==> src/rtl/core/plics_div.sv <==
// Pipelined restoring divider, one quotient bit per stage.
// Standalone; used by plic_interface_segment.
module plics_div #(
    parameter int DW = 20,
    parameter int QW = 32
) (
    input  logic             i_clk,
    input  logic             i_en,
    input  logic [DW+QW-1:0] i_num,
    input  logic [DW-1:0]    i_den,
    output logic [QW-1:0]    o_q
);

    logic [DW-1:0] r_rem [QW-1];
    logic [QW-1:0] r_num [QW-1];
    logic [DW-1:0] r_den [QW-1];
    logic [QW-1:0] r_q   [QW];

    for (genvar j = 0; j < QW; j++) begin : g_st
        logic [DW-1:0] c_rem;
        logic [QW-1:0] c_num;
        logic [DW-1:0] c_den;
        logic [QW-1:0] c_q;
        logic [DW:0]   c_t;
        logic          c_ge;

        if (j == 0) begin : g_first
            assign c_rem = i_num[DW+QW-1:QW];
            assign c_num = i_num[QW-1:0];
            assign c_den = i_den;
            assign c_q   = '0;
        end else begin : g_next
            assign c_rem = r_rem[j-1];
            assign c_num = r_num[j-1];
            assign c_den = r_den[j-1];
            assign c_q   = r_q[j-1];
        end

        assign c_t  = {c_rem, c_num[QW-1]};
        assign c_ge = c_t >= {1'b0, c_den};

        always_ff @(posedge i_clk) begin
            if (i_en) begin
                r_q[j] <= {c_q[QW-2:0], c_ge};
            end
        end

        if (j < QW - 1) begin : g_keep
            always_ff @(posedge i_clk) begin
                if (i_en) begin
                    r_rem[j] <= c_ge ? DW'(c_t - {1'b0, c_den}) : c_t[DW-1:0];
                    r_num[j] <= c_num << 1;
                    r_den[j] <= c_den;
                end
            end
        end
    end

    assign o_q = r_q[QW-1];

endmodule

==> config.mk <==
export PLATFORM = sky130hd
export DESIGN_NAME = plics_div
export DESIGN_NICKNAME = d
export VERILOG_FILES = /design/src/rtl/core/plics_div.sv
export SDC_FILE = /design/constraint.sdc
export NUM_CORES = 2
export LEC_CHECK = 0
export ABC_AREA = 1
export CORE_ASPECT_RATIO = 0.6
export CORE_MARGIN = 5
export CORE_UTILIZATION = 45
export CTS_CLUSTER_SIZE = 24
export DETAILED_ROUTE_END_ITERATION = 8
export DONT_BUFFER_PORTS = 1
export PLACE_DENSITY = 0.57
export SYNTH_ARGS = -nofsm -noshare
export SYNTH_HDL_FRONTEND = slang
export SYNTH_SLANG_ARGS = --single-unit
export TNS_END_PERCENT = 50
==> constraint.sdc <==
create_clock -name i_clk -period 3.4 [get_ports i_clk]
set_input_delay 0.17 -clock i_clk [delete_from_list [all_inputs] [get_ports i_clk]]
set_output_delay 0.17 -clock i_clk [all_outputs]
set_load 0.005 [all_outputs]
### After elaboration in Yosys (flattened, before gate mapping)

Memory sizes are Yosys's and may differ from the RTL's.
Cells that the tools add are included.

* register bits after elaboration: 0
* bits in latches: 0
* RAM bits: 3225
* ROM bits: 0
* input bits: 74
* output and inout port bits: 32
* logic and storage cells: 100
* memories kept: 4

* add/sub/neg operators: 31
* multiply operators: 0
* divide/modulo/power cells: 0
* $lt $le $gt $ge: 32
* equal/unequal tests: 0
* shift operators: 0
* muxes and demuxes: 33
* bitwise gates (word level): 0
* reduce and logical (&&, ||, !) cells: 0

Memories
* r_q: depth 32, width 32, rd ports 32, clocked after Yosys merged registers in 0, write ports 32, line 17 `logic [QW-1:0] r_q [QW];`
* r_num: depth 31, width 31, rd ports 31, clocked after Yosys merged registers in 0, write ports 31, line 15 `logic [QW-1:0] r_num [QW-1];`
* r_den: depth 31, width 20, rd ports 31, clocked after Yosys merged registers in 0, write ports 31, line 16 `logic [DW-1:0] r_den [QW-1];`
* r_rem: depth 31, width 20, rd ports 31, clocked after Yosys merged registers in 0, write ports 31, line 14 `logic [DW-1:0] r_rem [QW-1];`

Operator list (number)
* $ge 21x20->1: 32
* $mux 20: 31
* $sub 20x20->20: 31
* $mux 1: 2

### Longest topological paths before layout

An unclocked memory read counts as a cell.

* depth in word-level cells: 3
* gate-level depth with buffers: 14
* depth with buffers taken out: 13

### Least setup slack after synthesis

OpenSTA, ideal clock, no wires.

* kind: register -> register
* from: mem r_rem[25][6] (netlist: r_rem[1][186])
* to: mem r_rem[26][19] (netlist: r_rem[1][219]) (data pin)
* data arrival time: 1.674 ns
* data required time: 3.147 ns
* path slack: 1.473 ns
* cell stages (with the launch flop): 13
* clock period less this slack: 1.927 ns
* cells stage by stage: edfxtp_1 > ha_1 > nand2_1 > inv_1 > nand2_1 > nand2_1 > a21oi_1 > nand2_1 > nand2_1 > nand2_4 > buf_4 > nand3_1 > nand2_1

RTL lines (line)
* from (decl): 14

==> results.ini <==
[placed_design]
post_dp_cell_area_sq_um=122800
dp_hpwl_um=227100
port-buffer-count=0
gp_congestion=0.9326
dp.cells=16199
pre_cts_ws_ns=-1.249

[grt]
grt_max_degree=234
antenna_found_initial=8
grt.total_usage_pct=21.41
grt_pass1_wl_um=459100
grt_pass1_vias=76404
overflow=0

[floorplanning]
coreArea_sq_um=263400
initial_utilization_pct=45.16
io-pin-count=106
die_area_sq_um=275100
die_y_um=408.2
die-width_um=673.7
row_count=146

[pwr]
ir_worst_vdd_uv=487.3
combPwrFrac_pct=42.7
pwr-share-seq_pct=35.8
clkPwrFrac_pct=21.5
p_leak_nw=60.41
switching_share_pct=41.23
p_sw_mw=48.54
fin_total_pwr_mw=117.7
intPower_mw=69.18
powerDensity_nw_per_um2=893.7

[yosys]
synth_nets=13462
ys.flop_type=edfxtp_1
yosys_warnings=0
yosysSeqAreaShare_pct=57.15
synthCells=12717
synth_edf_count=2264
syn_area_per_cell_sq_um=9.354
synth_seq_cells=2264
synth_cell_type_count=32
syn_area_sq_um=119000
async_reset_ff_share_pct=0

[critical_path]
critPathArrivalTime_ns=3.83
max_stage_delay_ns=0.57
crit_chain=buf_16, buf_16, buf_16, buf_16
cp.required_ns=3.89
critPathMaxFanout=217
path_common_cell=buf_16
crit_buf_inv=4
cp_slowest_cell=buf_16
path_delay_family=buffers and inverters
cp-start-kind=input port
end_kind=flip-flop
critPathKind=in -> reg

[clocking]
root_buffer=clkbuf_16
clk_pin_slew_worst_paths_ns=0.06
cts_made_buffers=225
cts_resized=0
cts_tree=done
post_cts_buffers=0
clkSinkCount=2264
clk_path_buf_depth=4
htreeDepth=4
clk-insertion-delay-late_ns=0.90

[drt]
wl_um=302200
drc_errors=0
antenna_left=0
wire_per_inst_um=18.05
drt-pass1-iter-count=6
drtIter0Drc=9002
routed-via-count=83642
vias_per_cell=4.994

[layout]
seq_area_sq_um=67990
fill_cells=24504
multi_input_area_sq_um=41920
finalInstanceArea_sq_um=131700
drive_gt1_share_pct=4.441
area_delta_synth_final_pct=10.74
instances_no_fill=16747
final_nets=13760

[sta]
slew_viol_final=230
rsz0062_at_grt=no
hold_ws_ns=-0.5639
fin_ws_ns=0.05802
finClkSkew_ns=0.05577
slew_headroom_pct=-13.42
clock.fmax_mhz=299.2
period_needed_ns=3.342
final-hold-violation-count=155
worstMarginPinSlew_ns=1.701
min_period_over_period_pct=98.29
setup_viol=0

[run_status]
violations=hold timing, slew limit
status=finished, violations left

[run]
maxCapViolCount=0

[hold_path]
hold_class=in -> reg

==> through the flow <==
step	utilization, %	setup TNS, ns
finish	50.01	0
global route	50.01	0
CTS	49.99	0
detailed placement	46.62	-347.45
global placement	46.62	-258.15
floorplan	-	0
==> cell usage after synthesis, types with 33 or more instances <==
cell / instances / share of area, %
nand4_1: 37 / 0.19
nand3_1: 789 / 3.3
xor2_1: 262 / 1.9
nor3_1: 77 / 0.32
buf_6: 69 / 0.65
ha_1: 640 / 6.7
edfxtp_1: 2264 / 57
o21ai_0: 109 / 0.46
nand3b_1: 150 / 0.95
xnor2_1: 33 / 0.24
nor2_1: 861 / 2.7
a21oi_1: 419 / 1.8
inv_1: 2087 / 6.6
nand2_1: 4566 / 14
nand2_2: 57 / 0.30
==> power by group through the flow <==
| stage | logic (mW) | clock network, mW | registers, mW |
|---|---|---|---|
| floorplan | 36.5 | 0 | 40.9 |
| global placement | 48.7 | 0 | 42.9 |
| detailed placement | 48.9 | 0 | 42.8 |
| CTS | 49.4 | 26.1 | 42.3 |
| global route | 56.7 | 27.4 | 42.7 |
| finish | 50.3 | 25.3 | 42.2 |
==> state kept, by name, indices dropped and copies added (netlist names) <==
register,count
r_q,528
r_den,620
r_num,496
r_rem,620
==> worst paths after layout <==
kind | cells past startpoint | slack [ns] | end | startpoint
worst max-delay path | 4 | 0.06 | r_q[1][288]$_DFFE_PP_ | i_en
worst min-delay path | 0 | -0.56 | r_q[0][354]$_DFFE_PP_ | i_en
worst max register to register | 10 | 0.59 | r_rem[0][96]$_DFFE_PP_ | r_rem[0][78]$_DFFE_PP_
worst min register to register | 0 | 0.38 | r_q[0][161]$_DFFE_PP_ | r_q[0][128]$_DFFE_PP_
==> layout by cell type, fill, tap and decap left out, types with 28 or more instances in the layout <==
cell type,netlist,final
a21oi_1,419,419
bufinv_16,0,28
clkbuf_1,0,34
clkbuf_16,0,229
clkinv_1,0,38
clkinv_2,0,28
dlygate4sd3_1,0,136
edfxtp_1,2264,2264
fa_1,31,31
ha_1,640,640
inv_1,2087,2087
inv_4,30,30
nand2_1,4566,4566
nand2_2,57,57
nand2_4,31,31
nand3_1,789,789
nand3_2,28,28
nand3b_1,150,150
nand4_1,37,37
nor2_1,861,861
nor3_1,77,77
o21a_1,31,31
o21ai_0,109,109
o21bai_1,29,29
xnor2_1,33,33
xor2_1,262,262
==> kinds of logic after synthesis <==
group | Yosys count | synth area share (%)
xor gates and xnor gates | 295 | 2.172
buffers and inverters | 2229 | 7.608
and+or+nand+nor | 6643 | 23.05
DFF | 2264 | 57.15
AOI/OAI and AO/OA | 615 | 2.764
adders and majority gates | 671 | 7.254
==> layout make-up <==
| type | count | area share, % |
|---|---|---|
| inverter | 2136 | 6.144 |
| tap | 3552 | 3.374 |
| clock buffer | 262 | 4.428 |
| timing repair buffer | 164 | 1.423 |
| clock inverter | 144 | 1.198 |
| antenna | 1 | 0.001900 |
| multi-input combinational | 8224 | 31.82 |
| sequential | 2264 | 51.61 |
==> per-layer routing <==
layer / vias to the layer above / global-route usage [%] / wire, um
met5: - / 0.3472 / 131
met4: 2 / 3.149 / 3756
met3: 272 / 4.474 / 24850
met2: 2485 / 26.50 / 108200
met1: 39151 / 37.40 / 165200
li1: 41732 / - / -
==> what timing repair did <==
item / CTS / global route
endpoints found under the hold margin: 442 / 162
hold buffers: 137 / 2
endpoints found under the setup margin: 217 / 131
pin swaps: 0 / 0
cloned: 1 / 1
Power figures use the tool's default switching activity.
