File: src/rtl/core/plics_sqrt.sv
// Pipelined integer square root, one root bit per stage.
// Standalone; used by plic_interface_segment.
module plics_sqrt #(
    parameter int OW = 17
) (
    input  logic            i_clk,
    input  logic            i_en,
    input  logic [2*OW-2:0] i_rad,
    output logic [OW-1:0]   o_root
);

    localparam int RW = 2 * OW - 1;
    localparam int TW = RW + 2;

    logic [RW-1:0] r_rem  [OW-1];
    logic [OW-1:0] r_root [OW];

    for (genvar j = 0; j < OW; j++) begin : g_st
        localparam int BI = OW - 1 - j;
        logic [RW-1:0] c_rem;
        logic [OW-1:0] c_root;
        logic [TW-1:0] c_trial;
        logic          c_ge;

        if (j == 0) begin : g_first
            assign c_rem  = i_rad;
            assign c_root = '0;
        end else begin : g_next
            assign c_rem  = r_rem[j-1];
            assign c_root = r_root[j-1];
        end

        // (root + 2^b)^2 - root^2 = root*2^(b+1) + 2^(2b)
        assign c_trial = (TW'(c_root) << (BI + 1)) + (TW'(1) << (2 * BI));
        assign c_ge    = TW'(c_rem) >= c_trial;

        always_ff @(posedge i_clk) begin
            if (i_en) begin
                r_root[j] <= c_ge ? (c_root | (OW'(1) << BI)) : c_root;
            end
        end

        if (j < OW - 1) begin : g_keep
            always_ff @(posedge i_clk) begin
                if (i_en) begin
                    r_rem[j] <= c_ge ? RW'(TW'(c_rem) - c_trial) : c_rem;
                end
            end
        end
    end

    assign o_root = r_root[OW-1];

endmodule

File: config.mk
export PLATFORM = sky130hd
export DESIGN_NAME = plics_sqrt
export DESIGN_NICKNAME = d
export VERILOG_FILES = /design/src/rtl/core/plics_sqrt.sv
export SDC_FILE = /design/constraint.sdc
export NUM_CORES = 1
export LEC_CHECK = 0
export BUFFER_PORTS_ARGS = -buffer_cell sky130_fd_sc_hd__buf_2
export CAP_MARGIN = 20
export CORE_UTILIZATION = 40
export CTS_CLUSTER_DIAMETER = 40
export CTS_CLUSTER_SIZE = 28
export DETAILED_ROUTE_END_ITERATION = 12
export SETUP_SLACK_MARGIN = 0.15
export SKIP_CTS_REPAIR_TIMING = 1
export SYNTH_ARGS = -nofsm -noshare
export SYNTH_HDL_FRONTEND = slang
export SYNTH_SLANG_ARGS = --single-unit
export TNS_END_PERCENT = 1
File: constraint.sdc
create_clock -name i_clk -period 2.5 [get_ports i_clk]
set_input_delay 0.25 -clock i_clk [delete_from_list [all_inputs] [get_ports i_clk]]
set_output_delay 0.25 -clock i_clk [all_outputs]
set_load 0.02 [all_outputs]
== Word level (Yosys, flattened, before mapping) ==
Memories as Yosys holds them, arrays and structs flattened.
Cells that the tools add are included.

* $add $sub $neg: 32
* $lt $le $gt $ge: 17
* Muxes and demuxes: 35

{| class="wikitable"
|+ Operators by type and width
! operator !! count
|-
| 2-to-1 mux 33 bit || 16
|-
| subtractor 33 bit || 2
|-
| adder 33 x 31 -> 34 bit, second input constant || 1
|-
| greater-or-equal comparator 33 x 34 -> 1 bit || 1
|-
| adder 32 x 29 -> 33 bit, second input constant || 1
|-
| greater-or-equal comparator 33 x 19 -> 1 bit || 1
|-
| greater-or-equal comparator 33 x 20 -> 1 bit || 1
|-
| greater-or-equal comparator 33 x 21 -> 1 bit || 1
|-
| greater-or-equal comparator 33 x 22 -> 1 bit || 1
|-
| greater-or-equal comparator 33 x 23 -> 1 bit || 1
|-
| greater-or-equal comparator 33 x 24 -> 1 bit || 1
|-
| greater-or-equal comparator 33 x 25 -> 1 bit || 1
|-
| greater-or-equal comparator 33 x 26 -> 1 bit || 1
|-
| greater-or-equal comparator 33 x 27 -> 1 bit || 1
|-
| greater-or-equal comparator 33 x 28 -> 1 bit || 1
|-
| greater-or-equal comparator 33 x 29 -> 1 bit || 1
|-
| greater-or-equal comparator 33 x 30 -> 1 bit || 1
|-
| greater-or-equal comparator 33 x 31 -> 1 bit || 1
|-
| greater-or-equal comparator 33 x 32 -> 1 bit || 1
|-
| greater-or-equal comparator 33 bit || 1
|-
| greater-or-equal comparator 33 bit, second input constant || 1
|-
| subtractor 33 x 20 -> 33 bit || 1
|-
| subtractor 33 x 21 -> 33 bit || 1
|-
| subtractor 33 x 22 -> 33 bit || 1
|-
| 42 further kinds || 44
|}

* Logic and storage cells: 86
* Bits in writable memories: 817
* Input port bits: 35
* Memories kept: 2
* Flip-flop bits (word level): 0
* Output and inout bits: 17

{| class="wikitable"
|+ Memory list
! name !! depth !! bits a word !! read ports !! clocked after memory_dff !! write ports !! line !! RTL
|-
| r_rem || 16 || 33 || 16 || 0 || 16 || 15 || <nowiki>logic [RW-1:0] r_rem [OW-1];</nowiki>
|-
| r_root || 17 || 17 || 17 || 0 || 17 || 16 || <nowiki>logic [OW-1:0] r_root [OW];</nowiki>
|}

== Longest topological paths before layout ==
An unclocked memory read counts as a cell.

* Depth after elaboration: 4
* Mapped depth: 11
* Mapped depth without buffers: 10

== Worst setup path after synthesis ==
Ideal clock, no wire load.

* Path type: reg2reg
* Start: mem r_rem[1][203] (netlist name)
* End: mem r_rem[1][240] (netlist name), data pin
* Period minus slack after synthesis: 2737 ps
* Data required time: 2240 ps
* Setup time: 260 ps
* Setup slack: -237 ps
* Arrival time: 2477 ps
* Buffers on the path: 1
* Stages on the path, launching flop included: 9
* Cell sequence: edfxtp_1 -> ha_1 -> o21a_1 -> o22ai_1 -> a211oi_1 -> a21oi_1 -> o211ai_1 -> buf_2 -> mux2_2

{| class="wikitable"
|+ RTL lines
! what !! line
|-
| from (decl) || 15
|}

==> flow_metrics.py <==
metrics = {
    "timing": {
        "fmax_mhz": 347.0,
        "fin_worst_skew_ps": 71.85,
        "fin_crit_sh_pct": 115.3,
        "hold_violations": 0,
        "fin_ws_ps": -381.5,
        "relSlewSlack_pct": 51.37,
        "worst_pin_slew_ps": 729.5,
        "maxSlewViolCount": 0,
        "grt_setup_unrepaired": "true",
        "period_minus_slack_ps": 2882,
        "holdWs_ps": 61.00,
        "tns_ps": -19410,
        "final-setup-viol-count": 143,
    },
    "yosys": {
        "yosys_register_bits": 681,
        "synth_cell_types": 82,
        "synth_top_area_share_pct": 64.04,
        "synth-main-ff-cell": "edfxtp_1",
        "async_reset_ff_share_pct": 0,
        "synth_warnings": 0,
        "synth_area_leaders": "edfxtp_1 64%, ha_1 6.5%, xor2_1 3.1%, xnor2_1 2.5%, inv_1 2.4%",
        "syn-num-nets": 2637,
        "seq_area_frac_synth_pct": 64.04,
        "synth_edf_count": 681,
        "synth_top_cell_by_area": "edfxtp_1",
        "synth_area_per_cell_sq_um": 13.11,
        "synth_area_sq_um": 31930,
        "syn_inst": 2435,
    },
    "drt": {
        "routed_wl_microns": 70370,
        "vias": 21320,
        "post-route-drc-count": 0,
        "ant_nets": 0,
        "viasPerCell": 5.090,
        "drt-initial-drc-count": 1065,
        "routedWlPerCell_microns": 16.80,
        "drt_pass1_iterations": 4,
    },
    "setup_path": {
        "cp_slowest_stage_delay_ps": 540,
        "worstPathRequired_ps": 2870,
        "r2r_cells": 10,
        "timing.rr.end": "r_rem[1][186]$_DFFE_PP_",
        "crit_buf_inv": 3,
        "path_cells": "ha_4, or4bb_4, nor4_4, buf_4, nor4_4, a31oi_4, inv_2, buf_6, or3_4, xnor2_1",
        "path_class": "flip-flop to flip-flop",
        "cp-start-kind": "flip-flop",
        "end_kind": "flip-flop",
        "worstPathMaxFanout": 4,
        "path_common_cell": "nor4_4",
        "r2r_setup_slack_ps": -380,
        "cpLargestDelayFamily": "simple AND/OR/NAND/NOR gates",
        "r2r_start": "r_rem[1][141]$_DFFE_PP_",
        "slowest_stage": "or4bb_4",
        "cp.arrival_ps": 3250,
    },
    "floorplan": {
        "ioPinCount": 52,
        "die_h_microns": 284.5,
        "die_x_microns": 284.5,
        "core_sq_um": 79000,
        "start_util_pct": 40.42,
        "die_area_sq_um": 80970,
        "rows": 103,
    },
    "clock_network": {
        "cts-root-buf": "clkbuf_16",
        "cts-buffers-inserted": 105,
        "clk_latency_ps": 680,
        "clkTransAtPathRegs_ps": 60,
        "cts_tree": "built",
        "cts_sinks": 681,
        "htreeDepth": 3,
        "clockBufferDepth": 3,
    },
    "min_path": {
        "hold_start": "i_en",
        "holdPathEnd": "r_rem[0][187]$_DFFE_PP_",
        "hp-class": "input pin to flip-flop",
        "hold_depth": 1,
    },
    "power": {
        "power_density_nw_per_um2": 898.5,
        "peakVddDrop_uv": 700.6,
        "total_leakage_power_nw": 16.49,
        "total_power_mw": 38.00,
    },
    "finish": {
        "diodes": 0,
        "fin_util_pct": 53.53,
        "syn2layout_area_growth_pct": 32.43,
        "finalInstanceArea_sq_um": 42290,
        "nets": 3249,
        "drive_gt1_share_pct": 28.61,
        "instances_no_fill": 4189,
    },
    "flow_run": {
        "drv_cap": 0,
    },
    "grt": {
        "grt_overflow": 0,
        "grt_pass1_wl_microns": 110700,
        "grtUsageTotal_pct": 17.00,
        "first_global_vias": 21980,
        "grt_max_degree": 77,
        "antenna_found_initial": 0,
    },
    "placed_design": {
        "post-dp-hpwl_microns": 51600,
        "finalWeightedCongestion": 0.8899,
        "preCtsSetupSlack_ps": -745.8,
        "dpl-instance-area_sq_um": 36880,
        "portBuffers": 51,
        "dp_cells": 3952,
    },
    "run_status": {
        "violations": "negative setup slack",
        "status": "finished with violations",
    },
}
-- logic make-up after synthesis --
kind of cell / share of synthesized area [%]
compound gates: 9.004
xor+xnor: 5.623
fa+ha+maj: 6.567
buf+inv: 2.946
flops: 64.04
mux: 0.7954
other cells: 0.01174
simple gates: 11.01
-- layer usage --
| layer | routed length, microns | vias up | track usage, % |
|---|---|---|---|
| met5 | 0 | - | 0 |
| met4 | 2378 | 0 | 7.043 |
| met3 | 1955 | 158 | 2.560 |
| met2 | 39750 | 355 | 33.73 |
| met1 | 26290 | 10400 | 17.45 |
| li1 | - | 10410 | - |
-- cells in the final DEF (no fill, tap or decap), drive strengths merged, types with 81 or more instances in the layout --
master	Yosys	layout
edfxtp	681	681
nor2	138	138
xor2	114	114
buf	13	507
inv	204	218
clkbuf	22	116
o21ai	141	141
nand2	162	162
xnor2	91	91
ha	166	166
nor4	81	81
a21oi	110	110
-- state kept, by name (all words and copies together) (netlist names) --
name	count
r_rem	528
r_root	153
-- cell type report --
type	count	area, sq um
Fill cell	6451	36710
Sequential cell	681	20450
Multi-Input combinational cell	1515	11760
Timing Repair Buffer	540	4269
Clock buffer	116	2669
Tap cell	1050	1314
Clock inverter	83	1050
Inverter	204	780.7
-- Yosys cell counts (16+ instances only) --
library cell    n
edfxtp_1      681
inv_1         200
ha_1          166
nand2_1       162
o21ai_0       140
nor2_1        136
xor2_1        114
a21oi_1       110
xnor2_1        91
nor4_1         79
nor3_1         46
nand3_1        34
a21o_1         31
o21a_1         29
nand2b_1       27
or3_1          27
nand4_1        25
nor2b_1        24
clkbuf_1       22
a211oi_1       20
o31ai_1        20
o211ai_1       18
nor4b_1        16
-- worst reg2reg max path, cell delays in order, from the launching register on --
cell and delay (ps):
edfxtp_1 450, ha_4 300, or4bb_4 540, nor4_4 190, buf_4 180, nor4_4 40
a31oi_4 190, inv_2 90, buf_6 130, or3_4 360, xnor2_1 120
-- report_power, final --
part	switching (mW)	internal (mW)	total, mW
Sequential	0.937	14.5	15.4
Clock	5.62	9.34	15.0
Combinational	3.82	3.78	7.60
-- worst max path at each step --
stage,start,endpoint,slack [ps],cells after the start
after global routing,r_rem[1][141]$_DFFE_PP_,r_rem[1][186]$_DFFE_PP_,-460,10
final,r_rem[1][141]$_DFFE_PP_,r_rem[1][186]$_DFFE_PP_,-380,10
after global placement,r_rem[1][144]$_DFFE_PP_,r_rem[1][186]$_DFFE_PP_,-660,10
after detailed placement,r_rem[1][144]$_DFFE_PP_,r_rem[1][195]$_DFFE_PP_,-750,10
after CTS,r_rem[1][144]$_DFFE_PP_,r_rem[1][196]$_DFFE_PP_,-880,10
after floorplan,r_rem[1][90]$_DFFE_PP_,r_rem[1][118]$_DFFE_PP_,-180,7
(Power assumes the default switching activity.)
